File: config.mk
export PLATFORM = sky130hd
export DESIGN_NAME = rmq_quot
export DESIGN_NICKNAME = d
export VERILOG_FILES = /design/src/rtl/core/rmq_pkg.sv /design/src/rtl/core/rmq_quot.sv
export SDC_FILE = /design/constraint.sdc
export NUM_CORES = 1
export LEC_CHECK = 0
export BUFFER_PORTS_ARGS = -buffer_cell sky130_fd_sc_hd__buf_2
export CAP_MARGIN = 20
export CORE_MARGIN = 2
export CORE_UTILIZATION = 57
export DETAILED_ROUTE_END_ITERATION = 10
export PLACE_DENSITY_LB_ADDON = 0.08
export SYNTH_ARGS = -nofsm -noshare
export SYNTH_HDL_FRONTEND = slang
export SYNTH_SLANG_ARGS = --single-unit
File: constraint.sdc
create_clock -name aclk -period 6.15 [get_ports aclk]
set_clock_uncertainty 0.15 [all_clocks]
set_input_delay 0.615 -clock aclk [delete_from_list [all_inputs] [get_ports aclk]]
set_output_delay 0.615 -clock aclk [all_outputs]
set_load 0.1 [all_outputs]
File: src/rtl/core/rmq_pkg.sv
// Package for the rotation matrix to quaternion block: formats and sizes.
// No dependencies; used by rmq_quot, the top level and the testbench.
package rmq_pkg;
    localparam int FRAC_BITS = 14;
    localparam int ONE       = 1 << FRAC_BITS;
    // root argument in [ONE, 4*ONE], times ONE
    localparam int RAD_W     = 2 * FRAC_BITS + 3;
    localparam int ROOT_W    = (RAD_W + 1) / 2;
    // numerator magnitude is at most 2*ONE
    localparam int NUM_W     = FRAC_BITS + 2;
    // quotient of (mag*ONE + r) / 2r, at most 2*ONE/2
    localparam int QUO_W     = FRAC_BITS + 2;
    localparam int DIV_W     = NUM_W + FRAC_BITS + 1;
    localparam int SQ_STEPS  = ROOT_W;
    localparam int DV_STEPS  = QUO_W;

    typedef logic signed [15:0] elem_t;

    // case of the conversion: which component is the half root
    localparam logic [1:0] SEL_W = 2'd0;
    localparam logic [1:0] SEL_X = 2'd1;
    localparam logic [1:0] SEL_Y = 2'd2;
    localparam logic [1:0] SEL_Z = 2'd3;

    typedef struct packed {
        logic [1:0]        sel;
        logic [2:0]        neg;
        logic [2:0][NUM_W-1:0] mag;
    } side_t;
endpackage

File: src/rtl/core/rmq_quot.sv
// Pipelined restoring divider: q = (mag*ONE + r) / (2r), one bit a stage.
// Depends on rmq_pkg.
module rmq_quot (
    input  logic                        aclk,
    input  logic                        en,
    input  logic [rmq_pkg::NUM_W-1:0]   mag,
    input  logic [rmq_pkg::ROOT_W-1:0]  root,
    output logic [rmq_pkg::QUO_W-1:0]   quo
);
    import rmq_pkg::*;

    localparam int DEN_W = ROOT_W + 1;

    logic [DIV_W-1:0] rem_reg  [DV_STEPS+1];
    logic [DEN_W-1:0] den_reg  [DV_STEPS+1];
    logic [QUO_W-1:0] q_reg    [DV_STEPS+1];

    // load the dividend and the doubled root
    always_comb begin
        rem_reg[0] = DIV_W'({mag, {FRAC_BITS{1'b0}}}) + DIV_W'(root);
        den_reg[0] = {root, 1'b0};
        q_reg[0]   = '0;
    end

    // one quotient bit per stage, from the top
    for (genvar k = 0; k < DV_STEPS; k++) begin : g_step
        localparam int SH = DV_STEPS - 1 - k;
        logic [DIV_W+DEN_W-1:0] trial;
        logic                   take;
        assign trial = (DIV_W+DEN_W)'(den_reg[k]) << SH;
        assign take  = (DIV_W+DEN_W)'(rem_reg[k]) >= trial;
        always_ff @(posedge aclk) begin
            if (en) begin
                rem_reg[k+1] <= take ? rem_reg[k] - DIV_W'(trial) : rem_reg[k];
                den_reg[k+1] <= den_reg[k];
                q_reg[k+1]   <= q_reg[k] | (take ? QUO_W'(1) << SH : '0);
            end
        end
    end

    assign quo = q_reg[DV_STEPS];
endmodule

==> load_flow_metrics.sql, run 1 <==
INSERT INTO impl_metrics (metric_group, metric, value, unit) VALUES
('grt', 'first_global_vias', '25979', ''),
('logic_synthesis', 'ys_warn_count', '0', ''),
('routing', 'num_vias', '26054', ''),
('clock_tree', 'clock_tree.root_cell', 'clkbuf_16', ''),
('worst_setup_path', 'cells_along_the_critical_path', 'buf_2, ha_1, inv_1, fa_1, nor3b_1, nand3_1, nor2_1, xor2_1, ha_1, and3_1, nand4_1, nor4_1, o21a_1, o21ai_1, a211oi_2, buf_4, mux2_2', ''),
('worst_setup_path', 'worst-setup-path-type', 'in2reg', ''),
('final_layout', 'syn_to_final_growth', '9.37', '%'),
('floorplanning', 'placement_rows', '96', ''),
('floorplanning', 'fp.dieH', '267', 'µm'),
('placement', 'place.gp.congestion', '0.924', ''),
('worst_setup_path', 'cpPeakStageDelay', '0.59', 'ns'),
('worst_setup_path', 'timing.critical_path.required', '6.37', 'ns'),
('min_path', 'end_point_of_the_most_critical_hold_path', 'rem_reg[469]', ''),
('clock_tree', 'clkTransAtPathRegs', '0.06', 'ns'),
('logic_synthesis', 'synth.largest_area_cell', 'edfxtp_1', ''),
('power', 'cellInternalPower', '0.0123', 'W'),
('power', 'power.leakage', '16.7', 'nW'),
('power', 'switching_component_of_the_power', '0.00640', 'W'),
('power', 'power.share.clock', '24.3', '%'),
('power', 'power.combinational.fraction', '35.1', '%'),
('sta', 'timing.final.ws_setup', '1.43', 'ns'),
('final_layout', 'final_common_cell', 'edfxtp_1', ''),
('logic_synthesis', 'syn_avg_cell_area', '11.5', 'µm²'),
('power', 'power.share.switching', '34.2', '%'),
('logic_synthesis', 'synthesis.area', '0.0393', 'mm²'),
('final_layout', 'filler_cells', '5178', ''),
('sta', 'drv_slew', '0', ''),
('clock_tree', 'clk_latency', '0.62', 'ns'),
('logic_synthesis', 'number_of_flops_mapped_to_enable_cells_by_yosys', '709', ''),
('routing', 'finalWirelength', '83.5', 'mm'),
('routing', 'route.detailed.wl_per_inst', '18.8', 'µm'),
('routing', 'detail_route.drc_violations', '0', ''),
('routing', 'detail-route-antenna-nets', '0', ''),
('grt', 'global_route.overflow_total', '0', ''),
('power', 'power_per_cell_area', '435', 'mW/mm²'),
('sta', 'hold_viol_final', '0', ''),
('worst_setup_path', 'regToRegEndpoint', 'rem_reg[154]', ''),
('min_path', 'holdPathStages', '1', ''),
('floorplanning', 'floorplan.core_area', '0.0685', 'mm²'),
('logic_synthesis', 'netlist_top_cells_area', 'edfxtp_1, ha_1, xnor2_1, inv_1, a21oi_1', ''),
('clock_tree', 'cts_tree', 'yes', ''),
('worst_setup_path', 'critPathLaunchType', 'input port', ''),
('flow_run', 'count_of_max_cap_constraint_violations', '0', ''),
('logic_synthesis', 'synth-seq-cells', '709', ''),
('power', 'vdd_drop_max', '0.297', 'mV'),
('grt', 'grt_start_max_net_pins', '172', ''),
('final_layout', 'final_cell_area', '0.0430', 'mm²'),
('clock_tree', 'tritoncts_num_sinks', '709', ''),
('power', 'power.share.sequential', '40.6', '%'),
('floorplanning', 'start_util', '57.4', '%'),
('clock_tree', 'cts_max_level', '3', ''),
('sta', 'layout_worst_path_cycle_share', '76.7', '%'),
('placement', 'place_hpwl', '60.5', 'mm'),
('sta', 'setup_tns', '0', 'ns'),
('min_path', 'startpoint_of_the_lowest_slack_hold_path', 'root[4]', ''),
('min_path', 'hold_class', 'in2reg', ''),
('logic_synthesis', 'netlist_instances', '3409', ''),
('sta', 'final_number_of_setup_violating_endpoints', '0', ''),
('outcome', 'status', 'finished clean', ''),
('floorplanning', 'die_area', '0.0711', 'mm²'),
('worst_setup_path', 'top_fanout_value_on_the_critical_path', '10', ''),
('clock_tree', 'cts_setup_buffers', '0', ''),
('clock_tree', 'clock_buffers_created_by_tritoncts', '79', ''),
('worst_setup_path', 'critPathMostFrequentCell', 'ha_1', ''),
('worst_setup_path', 'critPathTopFamily', 'simple AND/OR/NAND/NOR gates', ''),
('routing', 'drt_first_iter_violations', '1985', ''),
('sta', 'max_clock_freq', '212', 'MHz'),
('grt', 'wire_length_of_the_first_global_routing_pass', '133', 'mm'),
('sta', 'timing_worst_slew_pin_value', '0.969', 'ns'),
('final_layout', 'ratio_of_cells_with_drive_above_1_in_the_final_layout', '8.69', '%'),
('logic_synthesis', 'syn_nets', '3715', '');
[stage by stage]
step	power, W	util, %	hold WS, ns	std cells
6_report	0.0187	62.8	0.0450	4428
5_1_grt	0.0198	62.8	0.0197	4428
4_1_cts	0.0187	62.8	0.00189	4428
3_5_place_dp	0.0141	59.1	0.255	4288
3_3_place_gp	0.0139	59.1	0.251	4288
2_1_floorplan	0.0124	-	0.250	3409
[how the worst max path moves through the flow]
stage / startpoint / cells after the start / end / slack [ns]
6_report: root[14] / 17 / rem_reg[488] / 1.43
5_1_grt: root[14] / 17 / rem_reg[488] / 1.07
4_1_cts: root[14] / 17 / rem_reg[491] / 1.45
3_5_place_dp: root[14] / 17 / rem_reg[488] / 0.81
3_3_place_gp: root[14] / 17 / rem_reg[492] / 0.94
2_1_floorplan: mag[0] / 16 / rem_reg[488] / 1.72
[synth_stat cells, types with 10 or more instances]
cell type / instances
o211ai_1: 21
mux2i_1: 13
buf_4: 20
buf_2: 15
o21a_1: 58
o21bai_1: 18
nor3_1: 75
nand2b_1: 44
nand4_1: 43
o31ai_1: 27
edfxtp_1: 709
and2_1: 14
a31oi_1: 16
o21ai_0: 186
o31a_1: 20
mux2_2: 76
nand3b_1: 11
nor2_1: 219
xnor2_1: 138
a21oi_1: 227
clkbuf_1: 30
inv_1: 320
a211oi_1: 24
and3_1: 21
nand3_1: 52
or4_1: 16
nor2b_1: 44
and4_1: 14
nor4_1: 47
fa_1: 16
or3_1: 32
nand2_1: 221
a21o_1: 64
xor2_1: 125
or2_2: 10
ha_1: 256
[kinds of logic (layout without fill, tap and decap cells)]
kind of cell / Yosys count / in the layout / synth area share (%)
multiplexers: 91 / 91 / 2.57
flip-flops: 709 / 709 / 54.2
buffers and inverters: 393 / 530 / 4.01
adder cells (fa/ha/maj): 272 / 272 / 8.97
AO/OA/AOI/OAI: 770 / 770 / 12.6
AND/OR/NAND/NOR: 911 / 911 / 11.9
XOR/XNOR: 263 / 263 / 5.86
[layer usage]
metal  routed length (µm)  GRT usage [%]  vias to the layer above
met1                36500           30.0                    12374
met3                 3150           3.09                      225
li1                     -              -                    12773
met2                39700           40.1                      682
met5                    0              0                        -
met4                 4090           10.9                        0
[area by class of cell]
class / count / area [µm²] / share of cell area (%)
sequential: 709 / 21300 / 49.5
multi-input combinational: 2307 / 16400 / 38.3
clock buffer: 90 / 2020 / 4.70
inverter: 324 / 1220 / 2.83
tap: 882 / 1100 / 2.57
clock inverter: 50 / 484 / 1.13
timing repair buffer: 66 / 420 / 0.978
[power groups by stage]
stage / logic, W / clock network [W] / registers (W)
6_report: 0.00657 / 0.00455 / 0.00759
3_5_place_dp: 0.00644 / 0 / 0.00764
4_1_cts: 0.00651 / 0.00466 / 0.00758
2_1_floorplan: 0.00507 / 0 / 0.00731
3_3_place_gp: 0.00623 / 0 / 0.00764
5_1_grt: 0.00730 / 0.00485 / 0.00769
(Power assumes the default switching activity.)
==> run 2: changes to the inputs <==
Clock period 6.15 ns to 4.8 ns, I/O delays scaled along.
==> run 2 against run 1 <==
Against the previous run: via count increased by 0.78%; sequential power increased by 28%; final cell count grew 0.54%; largest cell class unchanged; critical path depth rose by 1; core utilization is 0.29 points higher; clock power is 25% higher; non-clock buffer count up 27; die area unchanged; highest routed layer unchanged; largest power group unchanged; hold slack gained 0.025 ns; first-iteration DRC count down 2.8%; design area up 0.46%; global-route usage rose by 0.17 points.
==> load_flow_metrics.sql, run 2 (same netlist as run 1, synthesis figures left out) <==
INSERT INTO impl_metrics (metric_group, metric, value, unit) VALUES
('grt', 'grt.busiest_layer', 'met2', ''),
('worst_setup_path', 'worst-setup-path-type', 'in2reg', ''),
('grt', 'globalRouteMet1Util', '30.4', '%'),
('clock_tree', 'cts_setup_buffers', '0', ''),
('power', 'vdd_drop_max', '0.439', 'mV'),
('sta', 'setup_tns', '0', 'ns'),
('min_path', 'hold_class', 'in2reg', ''),
('worst_setup_path', 'critPathLaunchType', 'input port', ''),
('clock_tree', 'clock_tree.root_cell', 'clkbuf_16', ''),
('floorplanning', 'die_width', '267', 'µm'),
('sta', 'rsz0062_at_grt', 'no', ''),
('routing', 'num_vias', '26257', ''),
('sta', 'max_clock_freq', '220', 'MHz'),
('placement', 'place.gp.congestion', '0.953', ''),
('outcome', 'status', 'finished clean', ''),
('placement', 'place_hpwl', '61.4', 'mm'),
('worst_setup_path', 'endpoint_kind', 'register', ''),
('sta', 'drv_slew', '0', ''),
('clock_tree', 'cts_tree', 'yes', ''),
('final_layout', 'antenna-diode-count', '0', ''),
('grt', 'global_route.usage.met3', '2.82', '%'),
('clock_tree', 'clkTransAtPathRegs', '0.06', 'ns'),
('routing', 'detail_route.vias_per_cell', '5.90', ''),
('final_layout', 'finalNetCount', '3817', ''),
('sta', 'layout_worst_path_cycle_share', '94.6', '%'),
('sta', 'max_slew_margin', '40.3', '%'),
('floorplanning', 'start_util', '57.4', '%'),
('placement', 'place.port_buffers', '49', ''),
('floorplanning', 'fp.dieH', '267', 'µm'),
('grt', 'wire_length_of_the_first_global_routing_pass', '134', 'mm'),
('grt', 'globalRouteMet2Util', '40.6', '%'),
('worst_setup_path', 'critical_path_arrival', '4.76', 'ns'),
('grt', 'global_route.overflow_total', '0', ''),
('sta', 'timing.final.crit_period', '4.54', 'ns'),
('final_layout', 'filler_cells', '5243', ''),
('sta', 'timing_worst_slew_pin_value', '0.884', 'ns'),
('sta', 'hold_viol_final', '0', ''),
('clock_tree', 'clock_buffers_created_by_tritoncts', '76', ''),
('sta', 'final_number_of_setup_violating_endpoints', '0', ''),
('placement', 'placed_area', '0.0406', 'mm²'),
('floorplanning', 'floorplan.io_pins', '50', ''),
('final_layout', 'ratio_of_cells_with_drive_above_1_in_the_final_layout', '8.94', '%'),
('clock_tree', 'tritoncts_num_sinks', '709', ''),
('routing', 'route.detailed.wl_per_inst', '18.9', 'µm'),
('final_layout', 'final_cell_area', '0.0432', 'mm²'),
('clock_tree', 'clk_latency', '0.62', 'ns'),
('routing', 'drtPass1Iterations', '5', ''),
('worst_setup_path', 'timing.critical_path.required', '5.02', 'ns'),
('floorplanning', 'floorplan.core_area', '0.0685', 'mm²'),
('grt', 'global_route.usage.total', '23.7', '%'),
('worst_setup_path', 'top_fanout_value_on_the_critical_path', '10', ''),
('flow_run', 'count_of_max_cap_constraint_violations', '0', ''),
('power', 'power_per_cell_area', '553', 'mW/mm²'),
('floorplanning', 'die_area', '0.0711', 'mm²'),
('final_layout', 'final_util', '63.1', '%'),
('routing', 'detail_route.drc_violations', '0', ''),
('final_layout', 'commonest_non_fill_non_tap_cells_in_the_layout', 'edfxtp_1, inv_1, ha_1', ''),
('floorplanning', 'placement_rows', '96', ''),
('routing', 'drt_first_iter_violations', '1930', ''),
('final_layout', 'largest_register_ff_count', '465', ''),
('grt', 'antenna_found_initial', '0', ''),
('routing', 'detail-route-antenna-nets', '0', ''),
('power', 'power.leakage', '16.7', 'nW'),
('clock_tree', 'cts_max_level', '3', ''),
('routing', 'finalWirelength', '84.1', 'mm'),
('clock_tree', 'max-clock-path-buffers', '3', ''),
('final_layout', 'syn_to_final_growth', '9.87', '%'),
('final_layout', 'final_common_cell', 'edfxtp_1', ''),
('grt', 'first_global_vias', '26002', ''),
('grt', 'grt_start_max_net_pins', '108', '');
-- run 2: cell types whose count changed in the layout (fill, tap and decap cells not counted), sizes merged --
cell / previous run / this run
clkbuf: 90 / 89
dlygate4sd3: 0 / 16
bufinv: 7 / 6
clkinvlp: 5 / 7
inv: 332 / 327
buf: 66 / 77
clkinv: 30 / 32
-- run 2: final cells by class --
cell class	count	area [µm²]	area share, %
clock buffer	89	2010	4.67
sequential	709	21300	49.3
tap	882	1100	2.56
multi-input combinational	2307	16500	38.1
clock inverter	48	425	0.985
timing repair buffer	93	676	1.56
inverter	324	1220	2.82
-- run 2: critical path, stage by stage --
cell and delay, ns:
dlygate4sd3_1 0.53, buf_2 0.13, ha_1 0.18, inv_1 0.06
fa_1 0.42, nor3b_1 0.33, nand3_1 0.21, nor2_1 0.17
xor2_1 0.24, ha_1 0.26, and3_1 0.29, nand4_1 0.13
nor4_2 0.26, o21a_1 0.15, o21ai_1 0.06, a211oi_2 0.24
buf_4 0.24, mux2_2 0.36
-- run 2: path summary, 6_finish.rpt --
check,start,to,slack (ns),cells after the start
worst max-delay path,root[14],rem_reg[491],0.26,18
worst min-delay path,mag[0],rem_reg[479],0.07,2
worst max register to register,rem_reg[62],rem_reg[55],1.06,10
worst min register to register,q_reg[138],q_reg[122],0.27,0
-- run 2: where the power goes --
group	total [W]	internal (W)	switching [W]
logic	0.00844	0.00366	0.00478
clock network	0.00568	0.00333	0.00235
registers	0.00974	0.00872	0.00102
total	0.0239	0.0157	0.00815
-- run 2: layer usage --
layer  vias to the layer above  wire length (µm)
met5                         -                 0
met4                         0              3710
met3                       222              3100
met2                       675             40500
met1                     12563             36800
li1                      12797                 -
-- run 2: stage by stage --
step,power [W],std cells,hold slack (ns),worst slack (ns)
finish,0.0239,4452,0.0698,0.259
global route,0.0253,4452,0.0484,0.00727
CTS,0.0239,4452,0.0297,0.280
detailed placement,0.0181,4299,0.255,0.163
global placement,0.0178,4299,0.252,0.217
floorplan,0.0159,3409,0.250,0.505
-- run 2: what timing repair did --
item,4_1_cts,5_1_grt
setup endpoints to repair,0,12
hold buffers,16,0
endpoints found under the hold margin,16,0
resized for setup,0,1
==> run 3: changes to the inputs <==
Settings changed: CORE_MARGIN 2 to 5, CTS_BUF_LIST set to sky130_fd_sc_hd__clkbuf_4 sky130_fd_sc_hd__clkbuf_8 sky130_fd_sc_hd__clkbuf_16.
==> run 3 against run 2 <==
Against the previous run: core utilization increased by 0.50 points; combinational power decreased by 0.8%; total power grew 2.5%; non-clock buffer count is 2 lower; via count fell by 0.32%; wire length is 0.31% higher; critical path depth grew 1; clock-buffer cell count grew 6; fmax up 0.98%; design area increased by 0.79%; die area increased by 4.6%.
==> load_flow_metrics.sql, run 3 (same netlist as run 1, synthesis figures left out) <==
INSERT INTO impl_metrics (metric_group, metric, value, unit) VALUES
('clock_tree', 'clock_buffers_created_by_tritoncts', '78', ''),
('placement', 'post-place-ws', '0.186', 'ns'),
('worst_setup_path', 'worst-setup-path-type', 'in2reg', ''),
('worst_setup_path', 'endpoint_kind', 'register', ''),
('sta', 'layout_worst_path_cycle_share', '93.7', '%'),
('power', 'fin_total_pwr', '0.0244', 'W'),
('sta', 'rsz0062_at_grt', 'no', ''),
('sta', 'setup_tns', '0', 'ns'),
('floorplanning', 'floorplan.core_area', '0.0685', 'mm²'),
('grt', 'first_global_vias', '26092', ''),
('worst_setup_path', 'top_fanout_value_on_the_critical_path', '11', ''),
('sta', 'hold_viol_final', '0', ''),
('floorplanning', 'start_util', '57.4', '%'),
('sta', 'final_number_of_setup_violating_endpoints', '0', ''),
('floorplanning', 'placement_rows', '96', ''),
('clock_tree', 'clk_latency', '0.62', 'ns'),
('final_layout', 'largest_register_ff_count', '465', ''),
('worst_setup_path', 'critPathLaunchType', 'input port', ''),
('clock_tree', 'tritoncts_num_sinks', '709', ''),
('clock_tree', 'cts_tree', 'yes', ''),
('placement', 'place_hpwl', '61.9', 'mm'),
('floorplanning', 'die_width', '273', 'µm'),
('clock_tree', 'cts_max_level', '3', ''),
('worst_setup_path', 'cpPeakStageDelay', '0.54', 'ns'),
('sta', 'drv_slew', '0', ''),
('worst_setup_path', 'cells_along_the_critical_path', 'dlygate4sd3_1, buf_2, ha_1, inv_1, fa_1, nor3b_2, nand3_1, nor2_1, xor2_1, ha_1, a21o_1, a21o_1, a21oi_1, o21ai_1, o21a_1, o21ai_1, a211oi_2, buf_4, mux2_2', ''),
('placement', 'place.port_buffers', '49', ''),
('worst_setup_path', 'worst-r2r-cell-count', '10', ''),
('final_layout', 'commonest_non_fill_non_tap_cells_in_the_layout', 'edfxtp_1, inv_1, ha_1', ''),
('floorplanning', 'floorplan.io_pins', '50', ''),
('routing', 'finalWirelength', '84.4', 'mm'),
('min_path', 'holdPathStages', '2', ''),
('worst_setup_path', 'critical_path_buf_inv_count', '4', ''),
('placement', 'place.gp.congestion', '0.917', ''),
('clock_tree', 'clkTransAtPathRegs', '0.06', 'ns'),
('grt', 'antenna_found_initial', '0', ''),
('grt', 'global_route.overflow_total', '0', ''),
('routing', 'route.detailed.wl_per_inst', '18.9', 'µm'),
('clock_tree', 'max-clock-path-buffers', '3', ''),
('routing', 'detail_route.drc_violations', '0', ''),
('sta', 'max_slew_margin', '42.3', '%'),
('power', 'vdd_drop_max', '0.422', 'mV'),
('grt', 'wire_length_of_the_first_global_routing_pass', '135', 'mm'),
('final_layout', 'syn_to_final_growth', '10.7', '%'),
('floorplanning', 'die_area', '0.0743', 'mm²'),
('routing', 'highest_layer', 'met4', ''),
('routing', 'detail-route-antenna-nets', '0', ''),
('routing', 'num_vias', '26172', ''),
('placement', 'placed_area', '0.0406', 'mm²'),
('final_layout', 'finalNetCount', '3817', ''),
('worst_setup_path', 'critical_path_arrival', '4.70', 'ns'),
('grt', 'grt_start_max_net_pins', '109', ''),
('sta', 'max_clock_freq', '222', 'MHz'),
('min_path', 'hold_class', 'in2reg', ''),
('worst_setup_path', 'timing.critical_path.required', '5.00', 'ns'),
('worst_setup_path', 'worstSetupPathDepth', '19', ''),
('routing', 'met2WireLength', '40.5', 'mm'),
('routing', 'drtPass1Iterations', '6', ''),
('routing', 'detail_route.vias_per_cell', '5.88', ''),
('routing', 'drt_first_iter_violations', '1863', ''),
('grt', 'global_route.usage.total', '22.5', '%'),
('final_layout', 'final_util', '63.6', '%'),
('clock_tree', 'cts_setup_buffers', '0', ''),
('flow_run', 'count_of_max_cap_constraint_violations', '0', ''),
('worst_setup_path', 'critPathTopFamily', 'compound AO/OA/AOI/OAI gates', ''),
('final_layout', 'antenna-diode-count', '0', ''),
('routing', 'met1Wirelength', '36.5', 'mm'),
('worst_setup_path', 'worst_path_max_delay_cell', 'dlygate4sd3_1', ''),
('outcome', 'status', 'finished clean', ''),
('sta', 'timing.final.ws_setup', '0.303', 'ns'),
('final_layout', 'ratio_of_cells_with_drive_above_1_in_the_final_layout', '9.41', '%'),
('final_layout', 'final_cell_area', '0.0435', 'mm²'),
('power', 'power.leakage', '17.0', 'nW'),
('sta', 'timing.final.crit_period', '4.50', 'ns'),
('clock_tree', 'clock_tree.root_cell', 'clkbuf_16', ''),
('sta', 'timing_worst_slew_pin_value', '0.854', 'ns'),
('floorplanning', 'fp.dieH', '273', 'µm'),
('routing', 'met3WireLength', '3.36', 'mm'),
('final_layout', 'final_common_cell', 'edfxtp_1', ''),
('power', 'power_per_cell_area', '562', 'mW/mm²');
[run 3: metal layers]
| metal | global-route usage, % | vias up |
|---|---|---|
| met5 | 0 | - |
| met4 | 10.2 | 0 |
| met3 | 2.77 | 222 |
| met2 | 38.6 | 709 |
| met1 | 28.9 | 12431 |
| li1 | - | 12810 |
[run 3: final cells by class]
cell class	instances	area, µm²
fillers	5245	24900
flip-flops and latches	709	21300
multi-input cells	2307	16500
clock buffers	95	2150
inverters	324	1220
well taps	882	1100
repair buffers	91	686
clock inverters	46	621
[run 3: what timing repair did]
item	4_1_cts	5_1_grt
gates resized for setup	0	1
hold buffers	16	0
hold endpoints to repair	16	0
endpoints found under the setup margin	0	9
[run 3: where the power goes]
group          leakage (nW)  total, W  internal, W  switching (W)
sequential             6.82   0.00973      0.00872        0.00101
clock                  1.38   0.00635      0.00399        0.00235
combinational          8.75   0.00837      0.00366        0.00471
[run 3: final timing paths]
kind                                    from           end  slack (ns)
worst min-delay path                  mag[0]  rem_reg[479]         0.1
worst min register to register    q_reg[139]    q_reg[123]        0.27
worst max register to register  rem_reg[311]  rem_reg[292]        1.18
worst max-delay path                root[14]  rem_reg[493]        0.30
[run 3: per-stage QoR]
stage | std cells | hold slack [ns]
2_1_floorplan | 3409 | 0.250
3_3_place_gp | 4297 | 0.251
3_5_place_dp | 4297 | 0.255
4_1_cts | 4454 | 0.0547
5_1_grt | 4454 | 0.0933
6_report | 4454 | 0.0983
